$ cat src/rtl/core/sbmg_pkg.sv
// Package for the segmented box mesh generator: widths, codes, face table.
package sbmg_pkg;

  localparam int MAX_SEGMENTS  = 64;
  localparam int FRACTION_BITS = 8;

  localparam int DIM_W   = 16;
  localparam int SEG_W   = 7;
  localparam int IDX_W   = 15;
  localparam int TEX_W   = 17;
  localparam int POS_W   = 16;
  localparam int FACE_W  = 3;
  localparam int ADDR_W  = 5;
  localparam int DATA_W  = 32;
  localparam int PROD_W  = SEG_W + DIM_W;
  localparam int COORD_W = PROD_W + 2;

  // divider: quotient bits come out one per cycle
  localparam int SEGL_W   = $clog2(MAX_SEGMENTS);
  localparam int DIVD_W   = DIM_W + SEGL_W;
  localparam int DIVCNT_W = $clog2(DIVD_W);
  localparam int QUOT_W   = 16;

  localparam logic [DIM_W-1:0] DIM_RESET = DIM_W'(1 << FRACTION_BITS);
  localparam logic [SEG_W-1:0] SEG_RESET = SEG_W'(1);
  localparam logic [SEG_W-1:0] SEG_MAX   = SEG_W'(MAX_SEGMENTS);
  localparam logic [TEX_W-1:0] TEX_ONE   = TEX_W'(1 << 16);

  // register map (word index)
  localparam logic [2:0] REG_BOX_WIDTH  = 3'd0;
  localparam logic [2:0] REG_BOX_HEIGHT = 3'd1;
  localparam logic [2:0] REG_BOX_DEPTH  = 3'd2;
  localparam logic [2:0] REG_SEG_X      = 3'd3;
  localparam logic [2:0] REG_SEG_Y      = 3'd4;
  localparam logic [2:0] REG_SEG_Z      = 3'd5;

  localparam logic [1:0] AXIS_X = 2'd0;
  localparam logic [1:0] AXIS_Y = 2'd1;
  localparam logic [1:0] AXIS_Z = 2'd2;

  localparam logic [FACE_W-1:0] FACE_POS_X = 3'd0;
  localparam logic [FACE_W-1:0] FACE_NEG_X = 3'd1;
  localparam logic [FACE_W-1:0] FACE_POS_Y = 3'd2;
  localparam logic [FACE_W-1:0] FACE_NEG_Y = 3'd3;
  localparam logic [FACE_W-1:0] FACE_POS_Z = 3'd4;
  localparam logic [FACE_W-1:0] FACE_NEG_Z = 3'd5;

  localparam logic REC_VERTEX   = 1'b0;
  localparam logic REC_TRIANGLE = 1'b1;

  typedef enum logic [1:0] {
    ST_IDLE,
    ST_DIV,
    ST_MUL,
    ST_EMIT
  } state_e;

  typedef enum logic [1:0] {
    DIV_STEP_U,
    DIV_STEP_V,
    DIV_TEX_U,
    DIV_TEX_V
  } div_op_e;

  typedef struct packed {
    logic [1:0] u;
    logic [1:0] v;
    logic [1:0] w;
    logic       u_neg;
    logic       v_neg;
    logic       w_neg;
  } face_t;

  function automatic face_t face_desc(input logic [FACE_W-1:0] f);
    face_t d;
    case (f)
      FACE_NEG_X: d = '{AXIS_Z, AXIS_Y, AXIS_X, 1'b0, 1'b1, 1'b1};
      FACE_POS_Y: d = '{AXIS_X, AXIS_Z, AXIS_Y, 1'b0, 1'b0, 1'b0};
      FACE_NEG_Y: d = '{AXIS_X, AXIS_Z, AXIS_Y, 1'b0, 1'b1, 1'b1};
      FACE_POS_Z: d = '{AXIS_X, AXIS_Y, AXIS_Z, 1'b0, 1'b1, 1'b0};
      FACE_NEG_Z: d = '{AXIS_X, AXIS_Y, AXIS_Z, 1'b1, 1'b1, 1'b1};
      default:    d = '{AXIS_Z, AXIS_Y, AXIS_X, 1'b1, 1'b1, 1'b0};
    endcase
    return d;
  endfunction

  // zero acts as one, counts above the maximum act as the maximum
  function automatic logic [SEG_W-1:0] eff_seg(input logic [SEG_W-1:0] s);
    logic [SEG_W-1:0] r;
    if (s == '0) begin
      r = SEG_W'(1);
    end else if (s > SEG_MAX) begin
      r = SEG_MAX;
    end else begin
      r = s;
    end
    return r;
  endfunction

endpackage

$ cat src/rtl/core/segmented_box_mesh_generator.sv
// Segmented box mesh generator: sequencer, shared divider/multiplier, config port.

// Each input transfer yields one record of a box whose six faces are cut into
// grids: first the grid vertices of a face (position Q8.8, uv Q1.16), then two
// triangles per cell, face after face, wrapping after the last triangle of -z.
// restart = 1 jumps back to the first vertex of +x. For a vertex record a
// bit-serial restoring divider computes four quotients (two grid steps, two
// texture coordinates) at one quotient bit per cycle, then one shared 7x16
// multiplier runs twice. A triangle record skips the divider and takes two
// multiplier passes. A finished record sits in the output register, so the
// next input transfer can be taken while it waits. Write configuration only
// while no record is in work.
module segmented_box_mesh_generator (
  input  logic                            clk_i,
  input  logic                            rst_ni,
  // config port
  input  logic                            psel,
  input  logic                            penable,
  input  logic                            pwrite,
  input  logic [sbmg_pkg::ADDR_W-1:0]     paddr,
  input  logic [sbmg_pkg::DATA_W-1:0]     pwdata,
  output logic [sbmg_pkg::DATA_W-1:0]     prdata,
  output logic                            pready,
  // input channel
  input  logic                            in_valid_i,
  output logic                            in_stall_o,
  input  logic                            restart_i,
  // output channel
  output logic                            out_valid_o,
  input  logic                            out_stall_i,
  output logic                            record_kind_o,
  output logic [sbmg_pkg::FACE_W-1:0]     face_number_o,
  output logic signed [sbmg_pkg::POS_W-1:0] pos_x_o,
  output logic signed [sbmg_pkg::POS_W-1:0] pos_y_o,
  output logic signed [sbmg_pkg::POS_W-1:0] pos_z_o,
  output logic [sbmg_pkg::TEX_W-1:0]      tex_u_o,
  output logic [sbmg_pkg::TEX_W-1:0]      tex_v_o,
  output logic [sbmg_pkg::IDX_W-1:0]      corner_a_o,
  output logic [sbmg_pkg::IDX_W-1:0]      corner_b_o,
  output logic [sbmg_pkg::IDX_W-1:0]      corner_c_o,
  output logic                            last_record_o
);
  import sbmg_pkg::*;

  // config registers
  logic [DIM_W-1:0] dim_q [3];
  logic [SEG_W-1:0] seg_q [3];

  // sequence state
  state_e            state_q, state_d;
  logic [FACE_W-1:0] face_q, face_d;
  logic              tri_q, tri_d;
  logic [SEG_W-1:0]  col_q, col_d;
  logic [SEG_W-1:0]  row_q, row_d;
  logic              second_q, second_d;
  logic [IDX_W-1:0]  base_q, base_d;
  logic [DIM_W-1:0]  step_u_q, step_u_d;
  logic [DIM_W-1:0]  step_v_q, step_v_d;

  // shared divider
  div_op_e             op_q, op_d;
  logic [DIVCNT_W-1:0] bit_q, bit_d;
  logic [SEG_W-1:0]    rem_q, rem_d;
  logic [QUOT_W-1:0]   quot_q, quot_d;
  logic [QUOT_W-1:0]   tex_u_q, tex_u_d;
  logic [QUOT_W-1:0]   tex_v_q, tex_v_d;

  // shared multiplier
  logic              mul_sel_q, mul_sel_d;
  logic [PROD_W-1:0] prod0_q, prod0_d;
  logic [PROD_W-1:0] prod1_q, prod1_d;

  // output register
  logic                    out_valid_q, out_valid_d;
  logic                    kind_q, kind_d;
  logic [FACE_W-1:0]       ofsce_q, ofsce_d;
  logic signed [POS_W-1:0] px_q, px_d, py_q, py_d, pz_q, pz_d;
  logic [TEX_W-1:0]        tu_q, tu_d, tv_q, tv_d;
  logic [IDX_W-1:0]        ca_q, ca_d, cb_q, cb_d, cc_q, cc_d;
  logic                    last_q, last_d;

  // decode
  logic [FACE_W-1:0] face_eff;
  face_t             fd;
  logic [SEG_W-1:0]  gx, gy;
  logic [SEG_W-1:0]  g1, gy1;
  logic              in_xfer, out_free, cfg_wr;
  logic [2:0]        cfg_idx;

  // divider datapath
  logic [DIVD_W-1:0] dividend;
  logic [SEG_W-1:0]  divisor;
  logic [SEG_W:0]    rem_sh;
  logic              qbit;
  logic [QUOT_W-1:0] quot_nxt;

  // multiplier datapath
  logic [SEG_W-1:0]  mul_a;
  logic [DIM_W-1:0]  mul_b;

  // record datapath
  logic signed [COORD_W-1:0] cu, cv, cw;
  logic signed [POS_W-1:0]   pos_c [3];
  logic [IDX_W-1:0]          ia, ib;
  logic [SEG_W:0]            col_p1, row_p1;

  function automatic logic signed [POS_W-1:0] sat16(input logic signed [COORD_W-1:0] v);
    logic signed [POS_W-1:0] r;
    if (v > COORD_W'(32767)) begin
      r = 16'sh7FFF;
    end else if (v < -COORD_W'(32768)) begin
      r = 16'sh8000;
    end else begin
      r = v[POS_W-1:0];
    end
    return r;
  endfunction

  assign pready   = 1'b1;
  assign cfg_idx  = paddr[ADDR_W-1:2];
  assign cfg_wr   = psel & penable & pwrite & pready;

  always_comb begin
    case (cfg_idx)
      REG_BOX_WIDTH:  prdata = DATA_W'(dim_q[0]);
      REG_BOX_HEIGHT: prdata = DATA_W'(dim_q[1]);
      REG_BOX_DEPTH:  prdata = DATA_W'(dim_q[2]);
      REG_SEG_X:      prdata = DATA_W'(seg_q[0]);
      REG_SEG_Y:      prdata = DATA_W'(seg_q[1]);
      REG_SEG_Z:      prdata = DATA_W'(seg_q[2]);
      default:        prdata = '0;
    endcase
  end

  always_ff @(posedge clk_i or negedge rst_ni) begin
    if (!rst_ni) begin
      dim_q[0] <= DIM_RESET;
      dim_q[1] <= DIM_RESET;
      dim_q[2] <= DIM_RESET;
      seg_q[0] <= SEG_RESET;
      seg_q[1] <= SEG_RESET;
      seg_q[2] <= SEG_RESET;
    end else if (cfg_wr) begin
      case (cfg_idx)
        REG_BOX_WIDTH:  dim_q[0] <= pwdata[DIM_W-1:0];
        REG_BOX_HEIGHT: dim_q[1] <= pwdata[DIM_W-1:0];
        REG_BOX_DEPTH:  dim_q[2] <= pwdata[DIM_W-1:0];
        REG_SEG_X:      seg_q[0] <= pwdata[SEG_W-1:0];
        REG_SEG_Y:      seg_q[1] <= pwdata[SEG_W-1:0];
        REG_SEG_Z:      seg_q[2] <= pwdata[SEG_W-1:0];
        default: ;
      endcase
    end
  end

  // face decode; a stray face count reads as +x
  assign face_eff = (face_q > FACE_NEG_Z) ? FACE_POS_X : face_q;
  assign fd       = face_desc(face_eff);
  assign gx       = eff_seg(seg_q[fd.u]);
  assign gy       = eff_seg(seg_q[fd.v]);
  assign g1       = gx + SEG_W'(1);
  assign gy1      = gy + SEG_W'(1);

  assign in_stall_o = (state_q != ST_IDLE);
  assign in_xfer    = in_valid_i & ~in_stall_o;
  assign out_free   = ~out_valid_q | ~out_stall_i;

  // divider operands
  always_comb begin
    case (op_q)
      DIV_STEP_U: begin
        dividend = DIVD_W'(dim_q[fd.u]);
        divisor  = gx;
      end
      DIV_STEP_V: begin
        dividend = DIVD_W'(dim_q[fd.v]);
        divisor  = gy;
      end
      DIV_TEX_U: begin
        dividend = {col_q[SEGL_W-1:0], 16'b0};
        divisor  = gx;
      end
      default: begin
        dividend = {row_q[SEGL_W-1:0], 16'b0};
        divisor  = gy;
      end
    endcase
  end

  assign rem_sh   = {rem_q, dividend[bit_q]};
  assign qbit     = (rem_sh >= {1'b0, divisor});
  assign quot_nxt = {quot_q[QUOT_W-2:0], qbit};

  // multiplier operands: vertex uses the grid steps, triangle the row pitch
  always_comb begin
    if (tri_q) begin
      mul_a = mul_sel_q ? gy1 : row_q;
      mul_b = DIM_W'(g1);
    end else begin
      mul_a = mul_sel_q ? row_q : col_q;
      mul_b = mul_sel_q ? step_v_q : step_u_q;
    end
  end

  // record values
  always_comb begin
    cu = $signed({2'b0, prod0_q}) - $signed(COORD_W'(dim_q[fd.u][DIM_W-1:1]));
    cv = $signed({2'b0, prod1_q}) - $signed(COORD_W'(dim_q[fd.v][DIM_W-1:1]));
    cw = $signed(COORD_W'(dim_q[fd.w][DIM_W-1:1]));
    if (fd.u_neg) cu = -cu;
    if (fd.v_neg) cv = -cv;
    if (fd.w_neg) cw = -cw;
    pos_c[0] = '0;
    pos_c[1] = '0;
    pos_c[2] = '0;
    pos_c[fd.u] = sat16(cu);
    pos_c[fd.v] = sat16(cv);
    pos_c[fd.w] = sat16(cw);
  end

  assign ia     = base_q + IDX_W'(col_q) + prod0_q[IDX_W-1:0];
  assign ib     = ia + IDX_W'(g1);
  assign col_p1 = {1'b0, col_q} + (SEG_W+1)'(1);
  assign row_p1 = {1'b0, row_q} + (SEG_W+1)'(1);

  always_comb begin
    state_d     = state_q;
    face_d      = face_q;
    tri_d       = tri_q;
    col_d       = col_q;
    row_d       = row_q;
    second_d    = second_q;
    base_d      = base_q;
    step_u_d    = step_u_q;
    step_v_d    = step_v_q;
    op_d        = op_q;
    bit_d       = bit_q;
    rem_d       = rem_q;
    quot_d      = quot_q;
    tex_u_d     = tex_u_q;
    tex_v_d     = tex_v_q;
    mul_sel_d   = mul_sel_q;
    prod0_d     = prod0_q;
    prod1_d     = prod1_q;
    out_valid_d = out_valid_q & out_stall_i;
    kind_d      = kind_q;
    ofsce_d     = ofsce_q;
    px_d        = px_q;
    py_d        = py_q;
    pz_d        = pz_q;
    tu_d        = tu_q;
    tv_d        = tv_q;
    ca_d        = ca_q;
    cb_d        = cb_q;
    cc_d        = cc_q;
    last_d      = last_q;

    case (state_q)
      ST_IDLE: begin
        if (in_xfer) begin
          if (restart_i) begin
            face_d   = FACE_POS_X;
            tri_d    = 1'b0;
            col_d    = '0;
            row_d    = '0;
            second_d = 1'b0;
            base_d   = '0;
            step_u_d = '0;
            step_v_d = '0;
          end
          op_d      = DIV_STEP_U;
          bit_d     = DIVCNT_W'(DIVD_W - 1);
          rem_d     = '0;
          quot_d    = '0;
          mul_sel_d = 1'b0;
          state_d   = (tri_q && !restart_i) ? ST_MUL : ST_DIV;
        end
      end

      ST_DIV: begin
        rem_d  = qbit ? SEG_W'(rem_sh - {1'b0, divisor}) : rem_sh[SEG_W-1:0];
        quot_d = quot_nxt;
        bit_d  = bit_q - DIVCNT_W'(1);
        if (bit_q == '0) begin
          rem_d  = '0;
          quot_d = '0;
          bit_d  = DIVCNT_W'(DIVD_W - 1);
          case (op_q)
            DIV_STEP_U: begin
              step_u_d = quot_nxt;
              op_d     = DIV_STEP_V;
            end
            DIV_STEP_V: begin
              step_v_d = quot_nxt;
              op_d     = DIV_TEX_U;
            end
            DIV_TEX_U: begin
              tex_u_d = quot_nxt;
              op_d    = DIV_TEX_V;
            end
            default: begin
              tex_v_d = quot_nxt;
              op_d    = DIV_STEP_U;
              state_d = ST_MUL;
            end
          endcase
        end
      end

      ST_MUL: begin
        if (mul_sel_q) begin
          prod1_d = PROD_W'(mul_a) * PROD_W'(mul_b);
          state_d = ST_EMIT;
        end else begin
          prod0_d = PROD_W'(mul_a) * PROD_W'(mul_b);
        end
        mul_sel_d = ~mul_sel_q;
      end

      ST_EMIT: begin
        if (out_free) begin
          state_d     = ST_IDLE;
          out_valid_d = 1'b1;
          ofsce_d     = face_eff;
          face_d      = face_eff;
          last_d      = 1'b0;
          if (!tri_q) begin
            kind_d = REC_VERTEX;
            px_d   = pos_c[AXIS_X];
            py_d   = pos_c[AXIS_Y];
            pz_d   = pos_c[AXIS_Z];
            tu_d   = (col_q >= gx) ? TEX_ONE : TEX_W'(tex_u_q);
            tv_d   = TEX_ONE - ((row_q >= gy) ? TEX_ONE : TEX_W'(tex_v_q));
            ca_d   = '0;
            cb_d   = '0;
            cc_d   = '0;
            if (col_q >= gx) begin
              col_d = '0;
              if (row_q >= gy) begin
                row_d    = '0;
                tri_d    = 1'b1;
                second_d = 1'b0;
              end else begin
                row_d = row_q + SEG_W'(1);
              end
            end else begin
              col_d = col_q + SEG_W'(1);
            end
          end else begin
            kind_d = REC_TRIANGLE;
            px_d   = '0;
            py_d   = '0;
            pz_d   = '0;
            tu_d   = '0;
            tv_d   = '0;
            if (!second_q) begin
              ca_d     = ia;
              cb_d     = ib;
              cc_d     = ia + IDX_W'(1);
              second_d = 1'b1;
            end else begin
              ca_d     = ib;
              cb_d     = ib + IDX_W'(1);
              cc_d     = ia + IDX_W'(1);
              second_d = 1'b0;
              if (col_p1 >= {1'b0, gx}) begin
                col_d = '0;
                if (row_p1 >= {1'b0, gy}) begin
                  row_d = '0;
                  tri_d = 1'b0;
                  if (face_eff == FACE_NEG_Z) begin
                    last_d = 1'b1;
                    face_d = FACE_POS_X;
                    base_d = '0;
                  end else begin
                    base_d = base_q + prod1_q[IDX_W-1:0];
                    face_d = face_eff + FACE_W'(1);
                  end
                end else begin
                  row_d = row_q + SEG_W'(1);
                end
              end else begin
                col_d = col_q + SEG_W'(1);
              end
            end
          end
        end
      end

      default: state_d = ST_IDLE;
    endcase
  end

  always_ff @(posedge clk_i or negedge rst_ni) begin
    if (!rst_ni) begin
      state_q     <= ST_IDLE;
      face_q      <= '0;
      tri_q       <= 1'b0;
      col_q       <= '0;
      row_q       <= '0;
      second_q    <= 1'b0;
      base_q      <= '0;
      step_u_q    <= '0;
      step_v_q    <= '0;
      op_q        <= DIV_STEP_U;
      bit_q       <= '0;
      mul_sel_q   <= 1'b0;
      out_valid_q <= 1'b0;
    end else begin
      state_q     <= state_d;
      face_q      <= face_d;
      tri_q       <= tri_d;
      col_q       <= col_d;
      row_q       <= row_d;
      second_q    <= second_d;
      base_q      <= base_d;
      step_u_q    <= step_u_d;
      step_v_q    <= step_v_d;
      op_q        <= op_d;
      bit_q       <= bit_d;
      mul_sel_q   <= mul_sel_d;
      out_valid_q <= out_valid_d;
    end
  end

  // datapath and payload registers
  always_ff @(posedge clk_i) begin
    rem_q   <= rem_d;
    quot_q  <= quot_d;
    tex_u_q <= tex_u_d;
    tex_v_q <= tex_v_d;
    prod0_q <= prod0_d;
    prod1_q <= prod1_d;
    kind_q  <= kind_d;
    ofsce_q <= ofsce_d;
    px_q    <= px_d;
    py_q    <= py_d;
    pz_q    <= pz_d;
    tu_q    <= tu_d;
    tv_q    <= tv_d;
    ca_q    <= ca_d;
    cb_q    <= cb_d;
    cc_q    <= cc_d;
    last_q  <= last_d;
  end

  assign out_valid_o   = out_valid_q;
  assign record_kind_o = kind_q;
  assign face_number_o = ofsce_q;
  assign pos_x_o       = px_q;
  assign pos_y_o       = py_q;
  assign pos_z_o       = pz_q;
  assign tex_u_o       = tu_q;
  assign tex_v_o       = tv_q;
  assign corner_a_o    = ca_q;
  assign corner_b_o    = cb_q;
  assign corner_c_o    = cc_q;
  assign last_record_o = last_q;

endmodule

$ cat config.mk
export PLATFORM = sky130hd
export DESIGN_NAME = segmented_box_mesh_generator
export DESIGN_NICKNAME = d
export VERILOG_FILES = /design/src/rtl/core/sbmg_pkg.sv /design/src/rtl/core/segmented_box_mesh_generator.sv
export SDC_FILE = /design/constraint.sdc
export NUM_CORES = 1
export LEC_CHECK = 0
export BUFFER_PORTS_ARGS = -buffer_cell sky130_fd_sc_hd__buf_2
export CAP_MARGIN = 10
export CORE_ASPECT_RATIO = 2
export CORE_MARGIN = 4
export CORE_UTILIZATION = 62
export DETAILED_ROUTE_END_ITERATION = 12
export PLACE_DENSITY = 0.8
export RECOVER_POWER = 50
export SLEW_MARGIN = 20
export SYNTH_ARGS = -nofsm -noshare
export SYNTH_HDL_FRONTEND = slang
export SYNTH_SLANG_ARGS = --single-unit
$ cat constraint.sdc
create_clock -name clk_i -period 10.7 [get_ports clk_i]
set_input_delay 0.535 -clock clk_i [delete_from_list [all_inputs] [get_ports clk_i]]
set_output_delay 0.535 -clock clk_i [all_outputs]
set_load 0.01 [all_outputs]
== Word level (Yosys, flattened, before mapping) ==
Cells that the tools add are included.

* Add/subtract/negate cells: 21
* Bitwise gates (word level): 14
* Reduce and logical (&&, ||, !) cells: 41
* Equal/unequal tests: 31
* Muxes and demuxes: 137
* Magnitude comparators: 21
* Multipliers: 1

{| class="wikitable"
|+ Operators by type and width
! operator !! number
|-
| two-way mux 16 bit || 23
|-
| two-way mux 7 bit || 29
|-
| two-way mux 15 bit || 12
|-
| binary-select mux 16 bit (select 2 bit) || 3
|-
| bitwise mux 48 bit || 2
|-
| demux 16 bit (select 2 bit) || 3
|-
| one-hot mux 16 bit (6 select lines) || 1
|-
| > comparator 25 x 16 -> 1 bit (second input constant) || 3
|-
| less-than comparator 25 x 16 -> 1 bit (second input constant) || 3
|-
| two-way mux 25 bit || 3
|-
| one-hot mux 22 bit (3 select lines) || 1
|-
| one-hot mux 16 bit (2 select lines) || 2
|-
| one-hot mux 15 bit (2 select lines) || 2
|-
| negator 24 -> 25 bit || 2
|-
| bitwise AND 48 bit || 1
|-
| subtractor 23 x 15 -> 24 bit || 2
|-
| one-hot mux 9 bit (5 select lines) || 1
|-
| one-hot mux 7 bit (2 select lines) || 3
|-
| two-way mux 17 bit || 2
|-
| adder 15 x 1 -> 15 bit (second input constant) || 2
|-
| adder 15 bit || 2
|-
| adder 15 x 7 -> 15 bit || 2
|-
| adder 7 x 1 -> 7 bit (second input constant) || 4
|-
| binary-select mux 7 bit (select 2 bit) || 2
|-
| other kinds (52) || 156
|}

* Bits of input ports: 45
* Output and inout bits: 167
* Bits in registers: 378

== Longest topological paths before layout ==
Gate-level depths: netlist of the first run.

* Word-level depth: 18
* Depth in mapped cells: 38
* Mapped depth without buffers: 35

== Least setup slack after synthesis of the first run ==
OpenSTA, ideal clock, no wires.

* Path kind: flip-flop to flip-flop
* Start point: register face_q[2]
* End point: register prod0_q[21] (data pin)
* Arrival time: 8.456 ns
* Clock period less this slack: 8.719 ns
* Stages on the path, launching flop included: 35
* Path slack: 1.981 ns
* Required time: 10.438 ns
* Setup time: 0.262 ns
* Cells stage by stage: dfrtp_1 -> inv_1 -> ha_1 -> buf_1 -> clkbuf_1 -> clkbuf_1 -> buf_1 -> o21ai_0 -> nor4_1 -> nand2_1 -> a21oi_1 -> ha_1 -> nand4_1 -> nand3b_1 -> a31oi_1 -> a21oi_1 -> or2_2 -> fa_1 -> fa_1 -> inv_1 -> fa_1 -> inv_1 -> fa_1 -> inv_1 -> ha_1 -> a21oi_1 -> o21bai_1 -> a21oi_1 -> nor2b_1 -> o31ai_1 -> a2111oi_0 -> o31ai_1 -> o21bai_1 -> a21oi_1 -> xnor2_1

* Longest elaborated chain between the ends: 15

{| class="wikitable"
|+ Ends and longest elaborated chain
! element !! line !! text
|-
| from (decl) || segmented_box_mesh_generator.sv:51 || <nowiki>logic [FACE_W-1:0] face_q, face_d;</nowiki>
|-
| from (signal assigned) || segmented_box_mesh_generator.sv:397 || <nowiki>face_q <= '0;</nowiki>
|-
| from (signal assigned) || segmented_box_mesh_generator.sv:411 || <nowiki>face_q <= face_d;</nowiki>
|-
| > comparator 3 bit (*) || segmented_box_mesh_generator.sv:157 || <nowiki>assign face_eff = (face_q > FACE_NEG_Z) ? FACE_POS_X : face_q;</nowiki>
|-
| two-way mux 3 bit (*) || segmented_box_mesh_generator.sv:157 ||
|-
| via face_eff[1] || segmented_box_mesh_generator.sv:83 || <nowiki>logic [FACE_W-1:0] face_eff;</nowiki>
|-
| == test 3 bit (tied with other cells) || sbmg_pkg.sv:76 || <nowiki>case (f)</nowiki>
|-
| one-hot mux 9 bit (5 select lines) (*) || sbmg_pkg.sv:76 ||
|-
| inverter 2 -> 3 bit (implied by the code) || segmented_box_mesh_generator.sv:160 || <nowiki>assign gy = eff_seg(seg_q[fd.v]);</nowiki>
|-
| binary-select mux 7 bit (select 2 bit) || segmented_box_mesh_generator.sv:160 ||
|-
| two-way mux 7 bit (implied by the code) (2 in series) || segmented_box_mesh_generator.sv:160 ||
|-
| > comparator 7 bit || sbmg_pkg.sv:92 || <nowiki>end else if (s > SEG_MAX) begin</nowiki>
|-
| two-way mux 7 bit || sbmg_pkg.sv:92 ||
|-
| two-way mux 7 bit || sbmg_pkg.sv:90 || <nowiki>if (s == '0) begin</nowiki>
|-
| adder 7 x 1 -> 7 bit || segmented_box_mesh_generator.sv:162 || <nowiki>assign gy1 = gy + SEG_W'(1);</nowiki>
|-
| two-way mux 7 bit || segmented_box_mesh_generator.sv:197 || <nowiki>mul_a = mul_sel_q ? gy1 : row_q;</nowiki>
|-
| two-way mux 7 bit || segmented_box_mesh_generator.sv:196 || <nowiki>if (tri_q) begin</nowiki>
|-
| multiplier 7 x 16 -> 23 bit (*) || segmented_box_mesh_generator.sv:315 || <nowiki>prod0_d = PROD_W'(mul_a) * PROD_W'(mul_b);</nowiki>
|-
| to (signal assigned) || segmented_box_mesh_generator.sv:432 || <nowiki>prod0_q <= prod0_d;</nowiki>
|-
| to (decl) || segmented_box_mesh_generator.sv:70 || <nowiki>logic [PROD_W-1:0] prod0_q, prod0_d;</nowiki>
|}

Mark *: on every way through the listed nets, which the timed path passes. The rest lies on a longest branch. The select of a mux whose other input is x is not followed.
A chain may end at the register's enable or synchronous reset.

== Final worst setup path of the first run ==
* Start point: register face_q[2]
* End point: register prod0_q[21] (data pin)

* Longest elaborated chain between the ends: 15

{| class="wikitable"
|+ Ends and longest elaborated chain
! element !! line
|-
| > comparator 3 bit || segmented_box_mesh_generator.sv:157
|-
| two-way mux 3 bit (*) || segmented_box_mesh_generator.sv:157
|-
| == test 3 bit (tied with other cells) || sbmg_pkg.sv:76
|-
| one-hot mux 9 bit (5 select lines) (*) || sbmg_pkg.sv:76
|-
| inverter 2 -> 3 bit (implied by the code) || segmented_box_mesh_generator.sv:160
|-
| binary-select mux 7 bit (select 2 bit) || segmented_box_mesh_generator.sv:160
|-
| two-way mux 7 bit (implied by the code) (2 in series) || segmented_box_mesh_generator.sv:160
|-
| > comparator 7 bit || sbmg_pkg.sv:92
|-
| two-way mux 7 bit || sbmg_pkg.sv:92
|-
| two-way mux 7 bit || sbmg_pkg.sv:90
|-
| adder 7 x 1 -> 7 bit || segmented_box_mesh_generator.sv:162
|-
| two-way mux 7 bit || segmented_box_mesh_generator.sv:197
|-
| two-way mux 7 bit || segmented_box_mesh_generator.sv:196
|-
| multiplier 7 x 16 -> 23 bit (*) || segmented_box_mesh_generator.sv:315
|}

Every way passes the cells marked *; elsewhere a longest branch is shown, timed or not. The select of a mux whose other input is x is not followed.

==> results of run 1 <==
==> Yosys cell counts, drive strengths merged, types with 81 or more instances <==
cell    instances
mux2i         119
a21oi         183
o21ai         160
inv           174
ha            171
mux2           87
xnor2         110
clkbuf        121
nor2          332
edfxtp        232
xor2           81
fa             82
nand2         249
dfrtp         140
==> worst reg2reg max path: cells and delay by family, from the launching register on <==
| kind | cells | cell delay [ns] |
|---|---|---|
| adders and majority gates | 7 | 2.97 |
| AOI/OAI and AO/OA | 12 | 2.89 |
| and+or+nand+nor | 7 | 1.46 |
| buffers and inverters | 5 | 0.55 |
| xor gates and xnor gates | 2 | 0.41 |
| DFF | 1 | 0.40 |
==> cell families after synthesis <==
group,synth area share [%]
AO/OA/AOI/OAI,15.6
XOR/XNOR,5.74
adder cells (fa/ha/maj),13.0
buffers and inverters,4.78
flip-flops,36.5
multiplexers,7.84
other,0.0258
AND/OR/NAND/NOR,16.5
==> registers in the layout, summed over array words and instances, names as in the netlist, 16 cells and up <==
register	cells
pos_z_o	16
step_v_q	16
tex_v_q	16
pos_y_o	16
tex_u_o	17
seg_q	21
step_u_q	16
dim_q	48
prod0_q	23
pos_x_o	16
prod1_q	23
tex_u_q	16
tex_v_o	17
==> metal layers <==
metal | global-route usage [%] | up-vias | wire length [µm]
li1 | - | 11200 | -
met1 | 34.3 | 11900 | 29000
met2 | 67.5 | 1071 | 49800
met3 | 4.53 | 423 | 4580
met4 | 32.4 | 0 | 10400
met5 | 0 | - | 0
==> area by class of cell <==
type	count	share of cell area (%)
clock buffers	48	3.08
inverters	175	2.09
clock inverters	17	0.539
well taps	627	2.50
multi-input cells	2370	54.8
repair buffers	213	3.07
flip-flops and latches	378	33.9
==> power by group <==
part | total, µW | internal [µW] | switching, µW | leakage (µW)
Sequential | 2490 | 2120 | 370 | 0.00409
Combinational | 4430 | 1480 | 2960 | 0.00824
Clock | 1270 | 695 | 574 | 0.000546
Total | 8190 | 4290 | 3900 | 0.0129
==> per-stage QoR <==
stage | hold WS [ns] | area [µm²] | setup slack, ns | std cells | util [%]
floorplan | 0.239 | 29200 | 1.98 | 3092 | -
global placement | 0.461 | 30400 | 1.89 | 3762 | 65.4
detailed placement | 0.470 | 30400 | 1.86 | 3762 | 65.4
CTS | 0.0418 | 31600 | 1.79 | 3827 | 67.8
global route | 0.230 | 31400 | 1.10 | 3828 | 67.4
finish | 0.235 | 31400 | 1.77 | 3828 | 67.4
==> worst paths after layout <==
check	slack (ns)	end	cells after the start
worst min-delay path	0.24	dim_q[26]	2
worst min register to register	0.48	step_v_q[7]	2
min in group asynchronous	1.55	row_q[0]	1
worst max-delay path	1.77	prod0_q[21]	33
worst max register to register	1.77	prod0_q[21]	33
max in group asynchronous	3.70	tri_q	2
==> impl_metrics.env, run 1 <==
export IMPL_crit_path_frequent_cell="a21oi_1"
export IMPL_post_synth_cell_area_avg_um2=9.47
export IMPL_worst_skew_pair_late_latency_ns=0.57
export IMPL_max_cap_violations=8
export IMPL_antennaDiodeCount=0
export IMPL_clk_pin_slew_ns=0.06
export IMPL_place_detailed_hpwl_um=73700
export IMPL_cts_buf_count=36
export IMPL_cp_top_family="adder cells"
export IMPL_boundaryPins=212
export IMPL_number_of_buffers_between_clock_root_and_the_deepest_sink=3
export IMPL_ctsHtreeMaxLevel=2
export IMPL_vias_in_the_first_global_route=25000
export IMPL_dr_iter_0_viols=1833
export IMPL_first_drt_pass_iteration_count=6
export IMPL_detail_route_drc_violations=0
export IMPL_yosysWarningCount=0
export IMPL_grt_setup_unrepaired="false"
export IMPL_power_density_nw_per_um2=261
export IMPL_finClkSkew_ns=0.0273
export IMPL_die_width_um=161
export IMPL_layout_drive_gt1_share_pct=9.03
export IMPL_fin_setup_tns_ns=0
export IMPL_fin_crit_ns=8.93
export IMPL_synthTopCellsByArea="edfxtp_1 24%, dfrtp_1 12%, ha_1 7.3%"
export IMPL_die_height_um=315
export IMPL_worstMarginPinSlew_ns=4.40
export IMPL_layout_area_overhead_vs_synth_pct=7.67
export IMPL_outcome="complete, but fails checks"
export IMPL_maximum_number_of_pins_on_one_net_before_global_route_repair=82
export IMPL_io_buf_count=176
export IMPL_yosys_area_top_type_share_pct=23.9
export IMPL_startpoint="face_q[2]"
export IMPL_most_frequent_standard_cell_in_the_layout_excluding_fill_and_tap_cells="nor2_1"
export IMPL_synth_seq_cells=378
export IMPL_vdd_ir_drop_max_mv=0.271
export IMPL_grt_overflow_total=0
export IMPL_via_per_inst=6.43
export IMPL_synthesis_instances=3077
export IMPL_startpoint_type="flop"
export IMPL_hold_violations=0
export IMPL_multi_input_comb_area_um2=17200
export IMPL_synthArstFlopShare_pct=38.6
export IMPL_worstHoldStart="pwdata[10]"
export IMPL_cts_repair_resize_count=0
export IMPL_area_sequential_um2=10600
export IMPL_violations="capacitance limit, slew limit"
export IMPL_final_min_period_over_clock_period_pct=83.5
export IMPL_row_count=112
export IMPL_grtUsageTotal_pct=36.4
export IMPL_holdBufCountCts=0
export IMPL_synth_cell_area_um2=29100
export IMPL_critPathCaptureType="flop"
export IMPL_cts_root_buffer="clkbuf_16"
export IMPL_antenna_violations_before_repair=0
export IMPL_worst_endpoint_required_ns=11.02
export IMPL_synth_enable_flop_cells=232
export IMPL_worst_endpoint_arrival_ns=9.26
export IMPL_tritoncts="done"
export IMPL_wire_per_inst_um=24.5
export IMPL_dieArea_um2=50700
export IMPL_wirelength_um=93700
export IMPL_setup_violations=0
export IMPL_initial_utilization_pct=62.6
export IMPL_slew_headroom_pct=-193
export IMPL_number_of_nets_in_the_layout=3472
export IMPL_max_stage_delay_ns=0.54
export IMPL_fmax_mhz=112
export IMPL_fillers=3777
export IMPL_global_route_wire_length_before_repair_um=142000
export IMPL_drt_antenna_violating_nets=0
export IMPL_total_power_uw=8190
export IMPL_netlist_top_cell_by_area="edfxtp_1"
export IMPL_place_congestion=0.996
export IMPL_worst_path_max_delay_cell="fa_1"
export IMPL_numClockSinks=378
export IMPL_yosys_cell_types_count=99
export IMPL_ys_seq_area_share_pct=36.5
export IMPL_dominantRegCellSynth="edfxtp_1"
export IMPL_core_area_um2=46500
export IMPL_cellLeakagePower_uw=0.0129
export IMPL_worst_path_buf_inv=5
export IMPL_peak_fanout_along_the_critical_path=15
export IMPL_worstHoldPathType="in2reg"
export IMPL_r2r_start="face_q[2]"
export IMPL_cts_setup_buffers=0
export IMPL_mostFrequentLayoutCells="331 x nor2_1, 248 x nand2_1, 232 x edfxtp_1, 183 x a21oi_1, 170 x inv_1"
export IMPL_worstSetupPathType="reg2reg"
export IMPL_detailroute_via_count=24600
export IMPL_maxSlewViolCount=386
Note: power is estimated with default switching activity, not from simulation.
==> run 2, diff against run 1 <==
- CORE_UTILIZATION: 62 -> 56
- PLACE_DENSITY: 0.8 -> 0.76
- clock period: 10.7 -> 7.8 ns (I/O delays scaled with it)
==> impl_metrics.env, run 2 (same netlist as run 1, synthesis figures left out) <==
export IMPL_die_height_um=331
export IMPL_peak_fanout_along_the_critical_path=6
export IMPL_numClockSinks=378
export IMPL_detailroute_via_count=24800
export IMPL_vdd_ir_drop_max_mv=0.492
export IMPL_worst_r2r_cell_count=33
export IMPL_core_area_um2=51700
export IMPL_via_per_inst=6.27
export IMPL_outcome="complete, but fails checks"
export IMPL_timing_hold_worst_path_depth=2
export IMPL_area_sequential_um2=10600
export IMPL_cts_root_buffer="clkbuf_16"
export IMPL_cellLeakagePower_uw=0.0134
export IMPL_largest_register="dim_q"
export IMPL_fmax_mhz=133
export IMPL_worstHoldPathType="in2reg"
export IMPL_worst_path_max_delay_cell="fa_1"
export IMPL_wirelength_um=96200
export IMPL_number_of_nets_in_the_layout=3563
export IMPL_io_buf_count=176
export IMPL_placed_cell_area_um2=31100
export IMPL_worstSetupPathType="reg2reg"
export IMPL_number_of_buffers_between_clock_root_and_the_deepest_sink=3
export IMPL_violations="capacitance limit, slew limit"
export IMPL_vias_in_the_first_global_route=25200
export IMPL_row_count=118
export IMPL_slew_headroom_pct=-209
export IMPL_drt_antenna_violating_nets=0
export IMPL_final_min_period_over_clock_period_pct=96.6
export IMPL_tritoncts="done"
export IMPL_detail_route_drc_violations=0
export IMPL_power_density_nw_per_um2=359
export IMPL_startpoint_type="flop"
export IMPL_boundaryPins=212
export IMPL_grt_overflow_total=0
export IMPL_setup_violations=0
export IMPL_multi_input_comb_area_um2=17300
export IMPL_layout_area_overhead_vs_synth_pct=11.1
export IMPL_first_drt_pass_iteration_count=7
export IMPL_die_width_um=169
export IMPL_worst_endpoint_arrival_ns=7.85
export IMPL_largest_registers="dim_q (48), prod0_q (23), prod1_q (23)"
export IMPL_antenna_violations_before_repair=1
export IMPL_total_power_uw=11600
export IMPL_global_route_wire_length_before_repair_um=145000
export IMPL_layout_drive_gt1_share_pct=12.5
export IMPL_grtUsageTotal_pct=33.6
export IMPL_hold_violations=0
export IMPL_most_frequent_standard_cell_in_the_layout_excluding_fill_and_tap_cells="nor2_1"
export IMPL_ctsHtreeMaxLevel=2
export IMPL_largest_reg_flops=48
export IMPL_max_cap_violations=7
export IMPL_worst_hold_slack_ns=0.0739
export IMPL_worstMarginPinSlew_ns=4.63
export IMPL_initial_utilization_pct=56.4
export IMPL_cts_buf_count=35
export IMPL_place_congestion=1.05
export IMPL_place_detailed_hpwl_um=76600
export IMPL_wire_per_inst_um=24.3
export IMPL_fin_setup_tns_ns=0
export IMPL_finClkSkew_ns=0.0265
export IMPL_maximum_number_of_pins_on_one_net_before_global_route_repair=86
export IMPL_worst_endpoint_required_ns=8.12
export IMPL_mostFrequentLayoutCells="331 x nor2_1, 248 x nand2_1, 232 x edfxtp_1, 177 x a21oi_1, 169 x inv_1"
export IMPL_critPathCaptureType="flop"
export IMPL_max_stage_delay_ns=0.56
export IMPL_postLayoutCellArea_um2=32400
export IMPL_fin_crit_ns=7.53
export IMPL_final_core_utilization_pct=62.6
export IMPL_worst_skew_pair_late_latency_ns=0.58
export IMPL_dieArea_um2=55900
export IMPL_clk_pin_slew_ns=0.07
export IMPL_fillers=4385
export IMPL_dr_iter_0_viols=1592
export IMPL_maxSlewViolCount=331
## run 2: final cells by class
| type | count | share of cell area, % |
|---|---|---|
| Multi-Input combinational cell | 2370 | 53.5 |
| Sequential cell | 378 | 32.9 |
| Timing Repair Buffer | 305 | 5.24 |
| Clock buffer | 46 | 3.12 |
| Tap cell | 660 | 2.55 |
| Inverter | 175 | 2.03 |
| Clock inverter | 18 | 0.642 |
| Antenna cell | 1 | 0.00773 |
## run 2: where the power goes
group	internal, µW	total (µW)	switching [µW]
clock network	1030	1860	829
logic	2210	6310	4090
registers	2900	3450	551
total	6150	11600	5470
## run 2: routing by layer
metal / share of wire (%) / vias up / global-route usage, %
li1: - / 11400 / -
met1: 31 / 12000 / 31.7
met2: 53 / 1058 / 62.3
met3: 4.7 / 370 / 3.73
met4: 11 / 2 / 30.4
met5: 0.0094 / - / 0
## run 2: metrics by stage
step                      instances  setup WS, ns
after floorplan                3092        0.0453
after global placement         3881         0.168
after detailed placement       3881       -0.0776
after CTS                      3947      0.000243
after global routing           3952       -0.0394
final                          3953         0.268
## run 2: what timing repair did
item                                    4_1_cts  5_1_grt
endpoints found under the setup margin        4       26
hold endpoints to repair                     78        0
gates resized for setup                       2       29
pin swaps                                     0       19
hold buffers                                  1        0
gates cloned                                  0        0
buffers inserted                              1        4
## run 2: path summary, 6_finish.rpt
path	startpoint	end	slack [ns]
max	face_q[2]	prod0_q[21]	0.27
max in group asynchronous	rst_ni	step_u_q[13]	2.38
min reg2reg	step_u_q[7]	step_u_q[7]	0.48
min in group asynchronous	rst_ni	dim_q[30]	2.05
min	pwdata[10]	dim_q[42]	0.07
max reg2reg	face_q[2]	prod0_q[21]	0.27
## run 2: critical path: cells and delay by family, from the launching register on
family                     cells  cell delay [ns]
AOI/OAI and AO/OA             11             1.83
xor gates and xnor gates       2             0.34
adders and majority gates      7             2.60
buffers and inverters          8             1.00
DFF                            1             0.39
muxes                          1             0.35
and+or+nand+nor                4             0.77
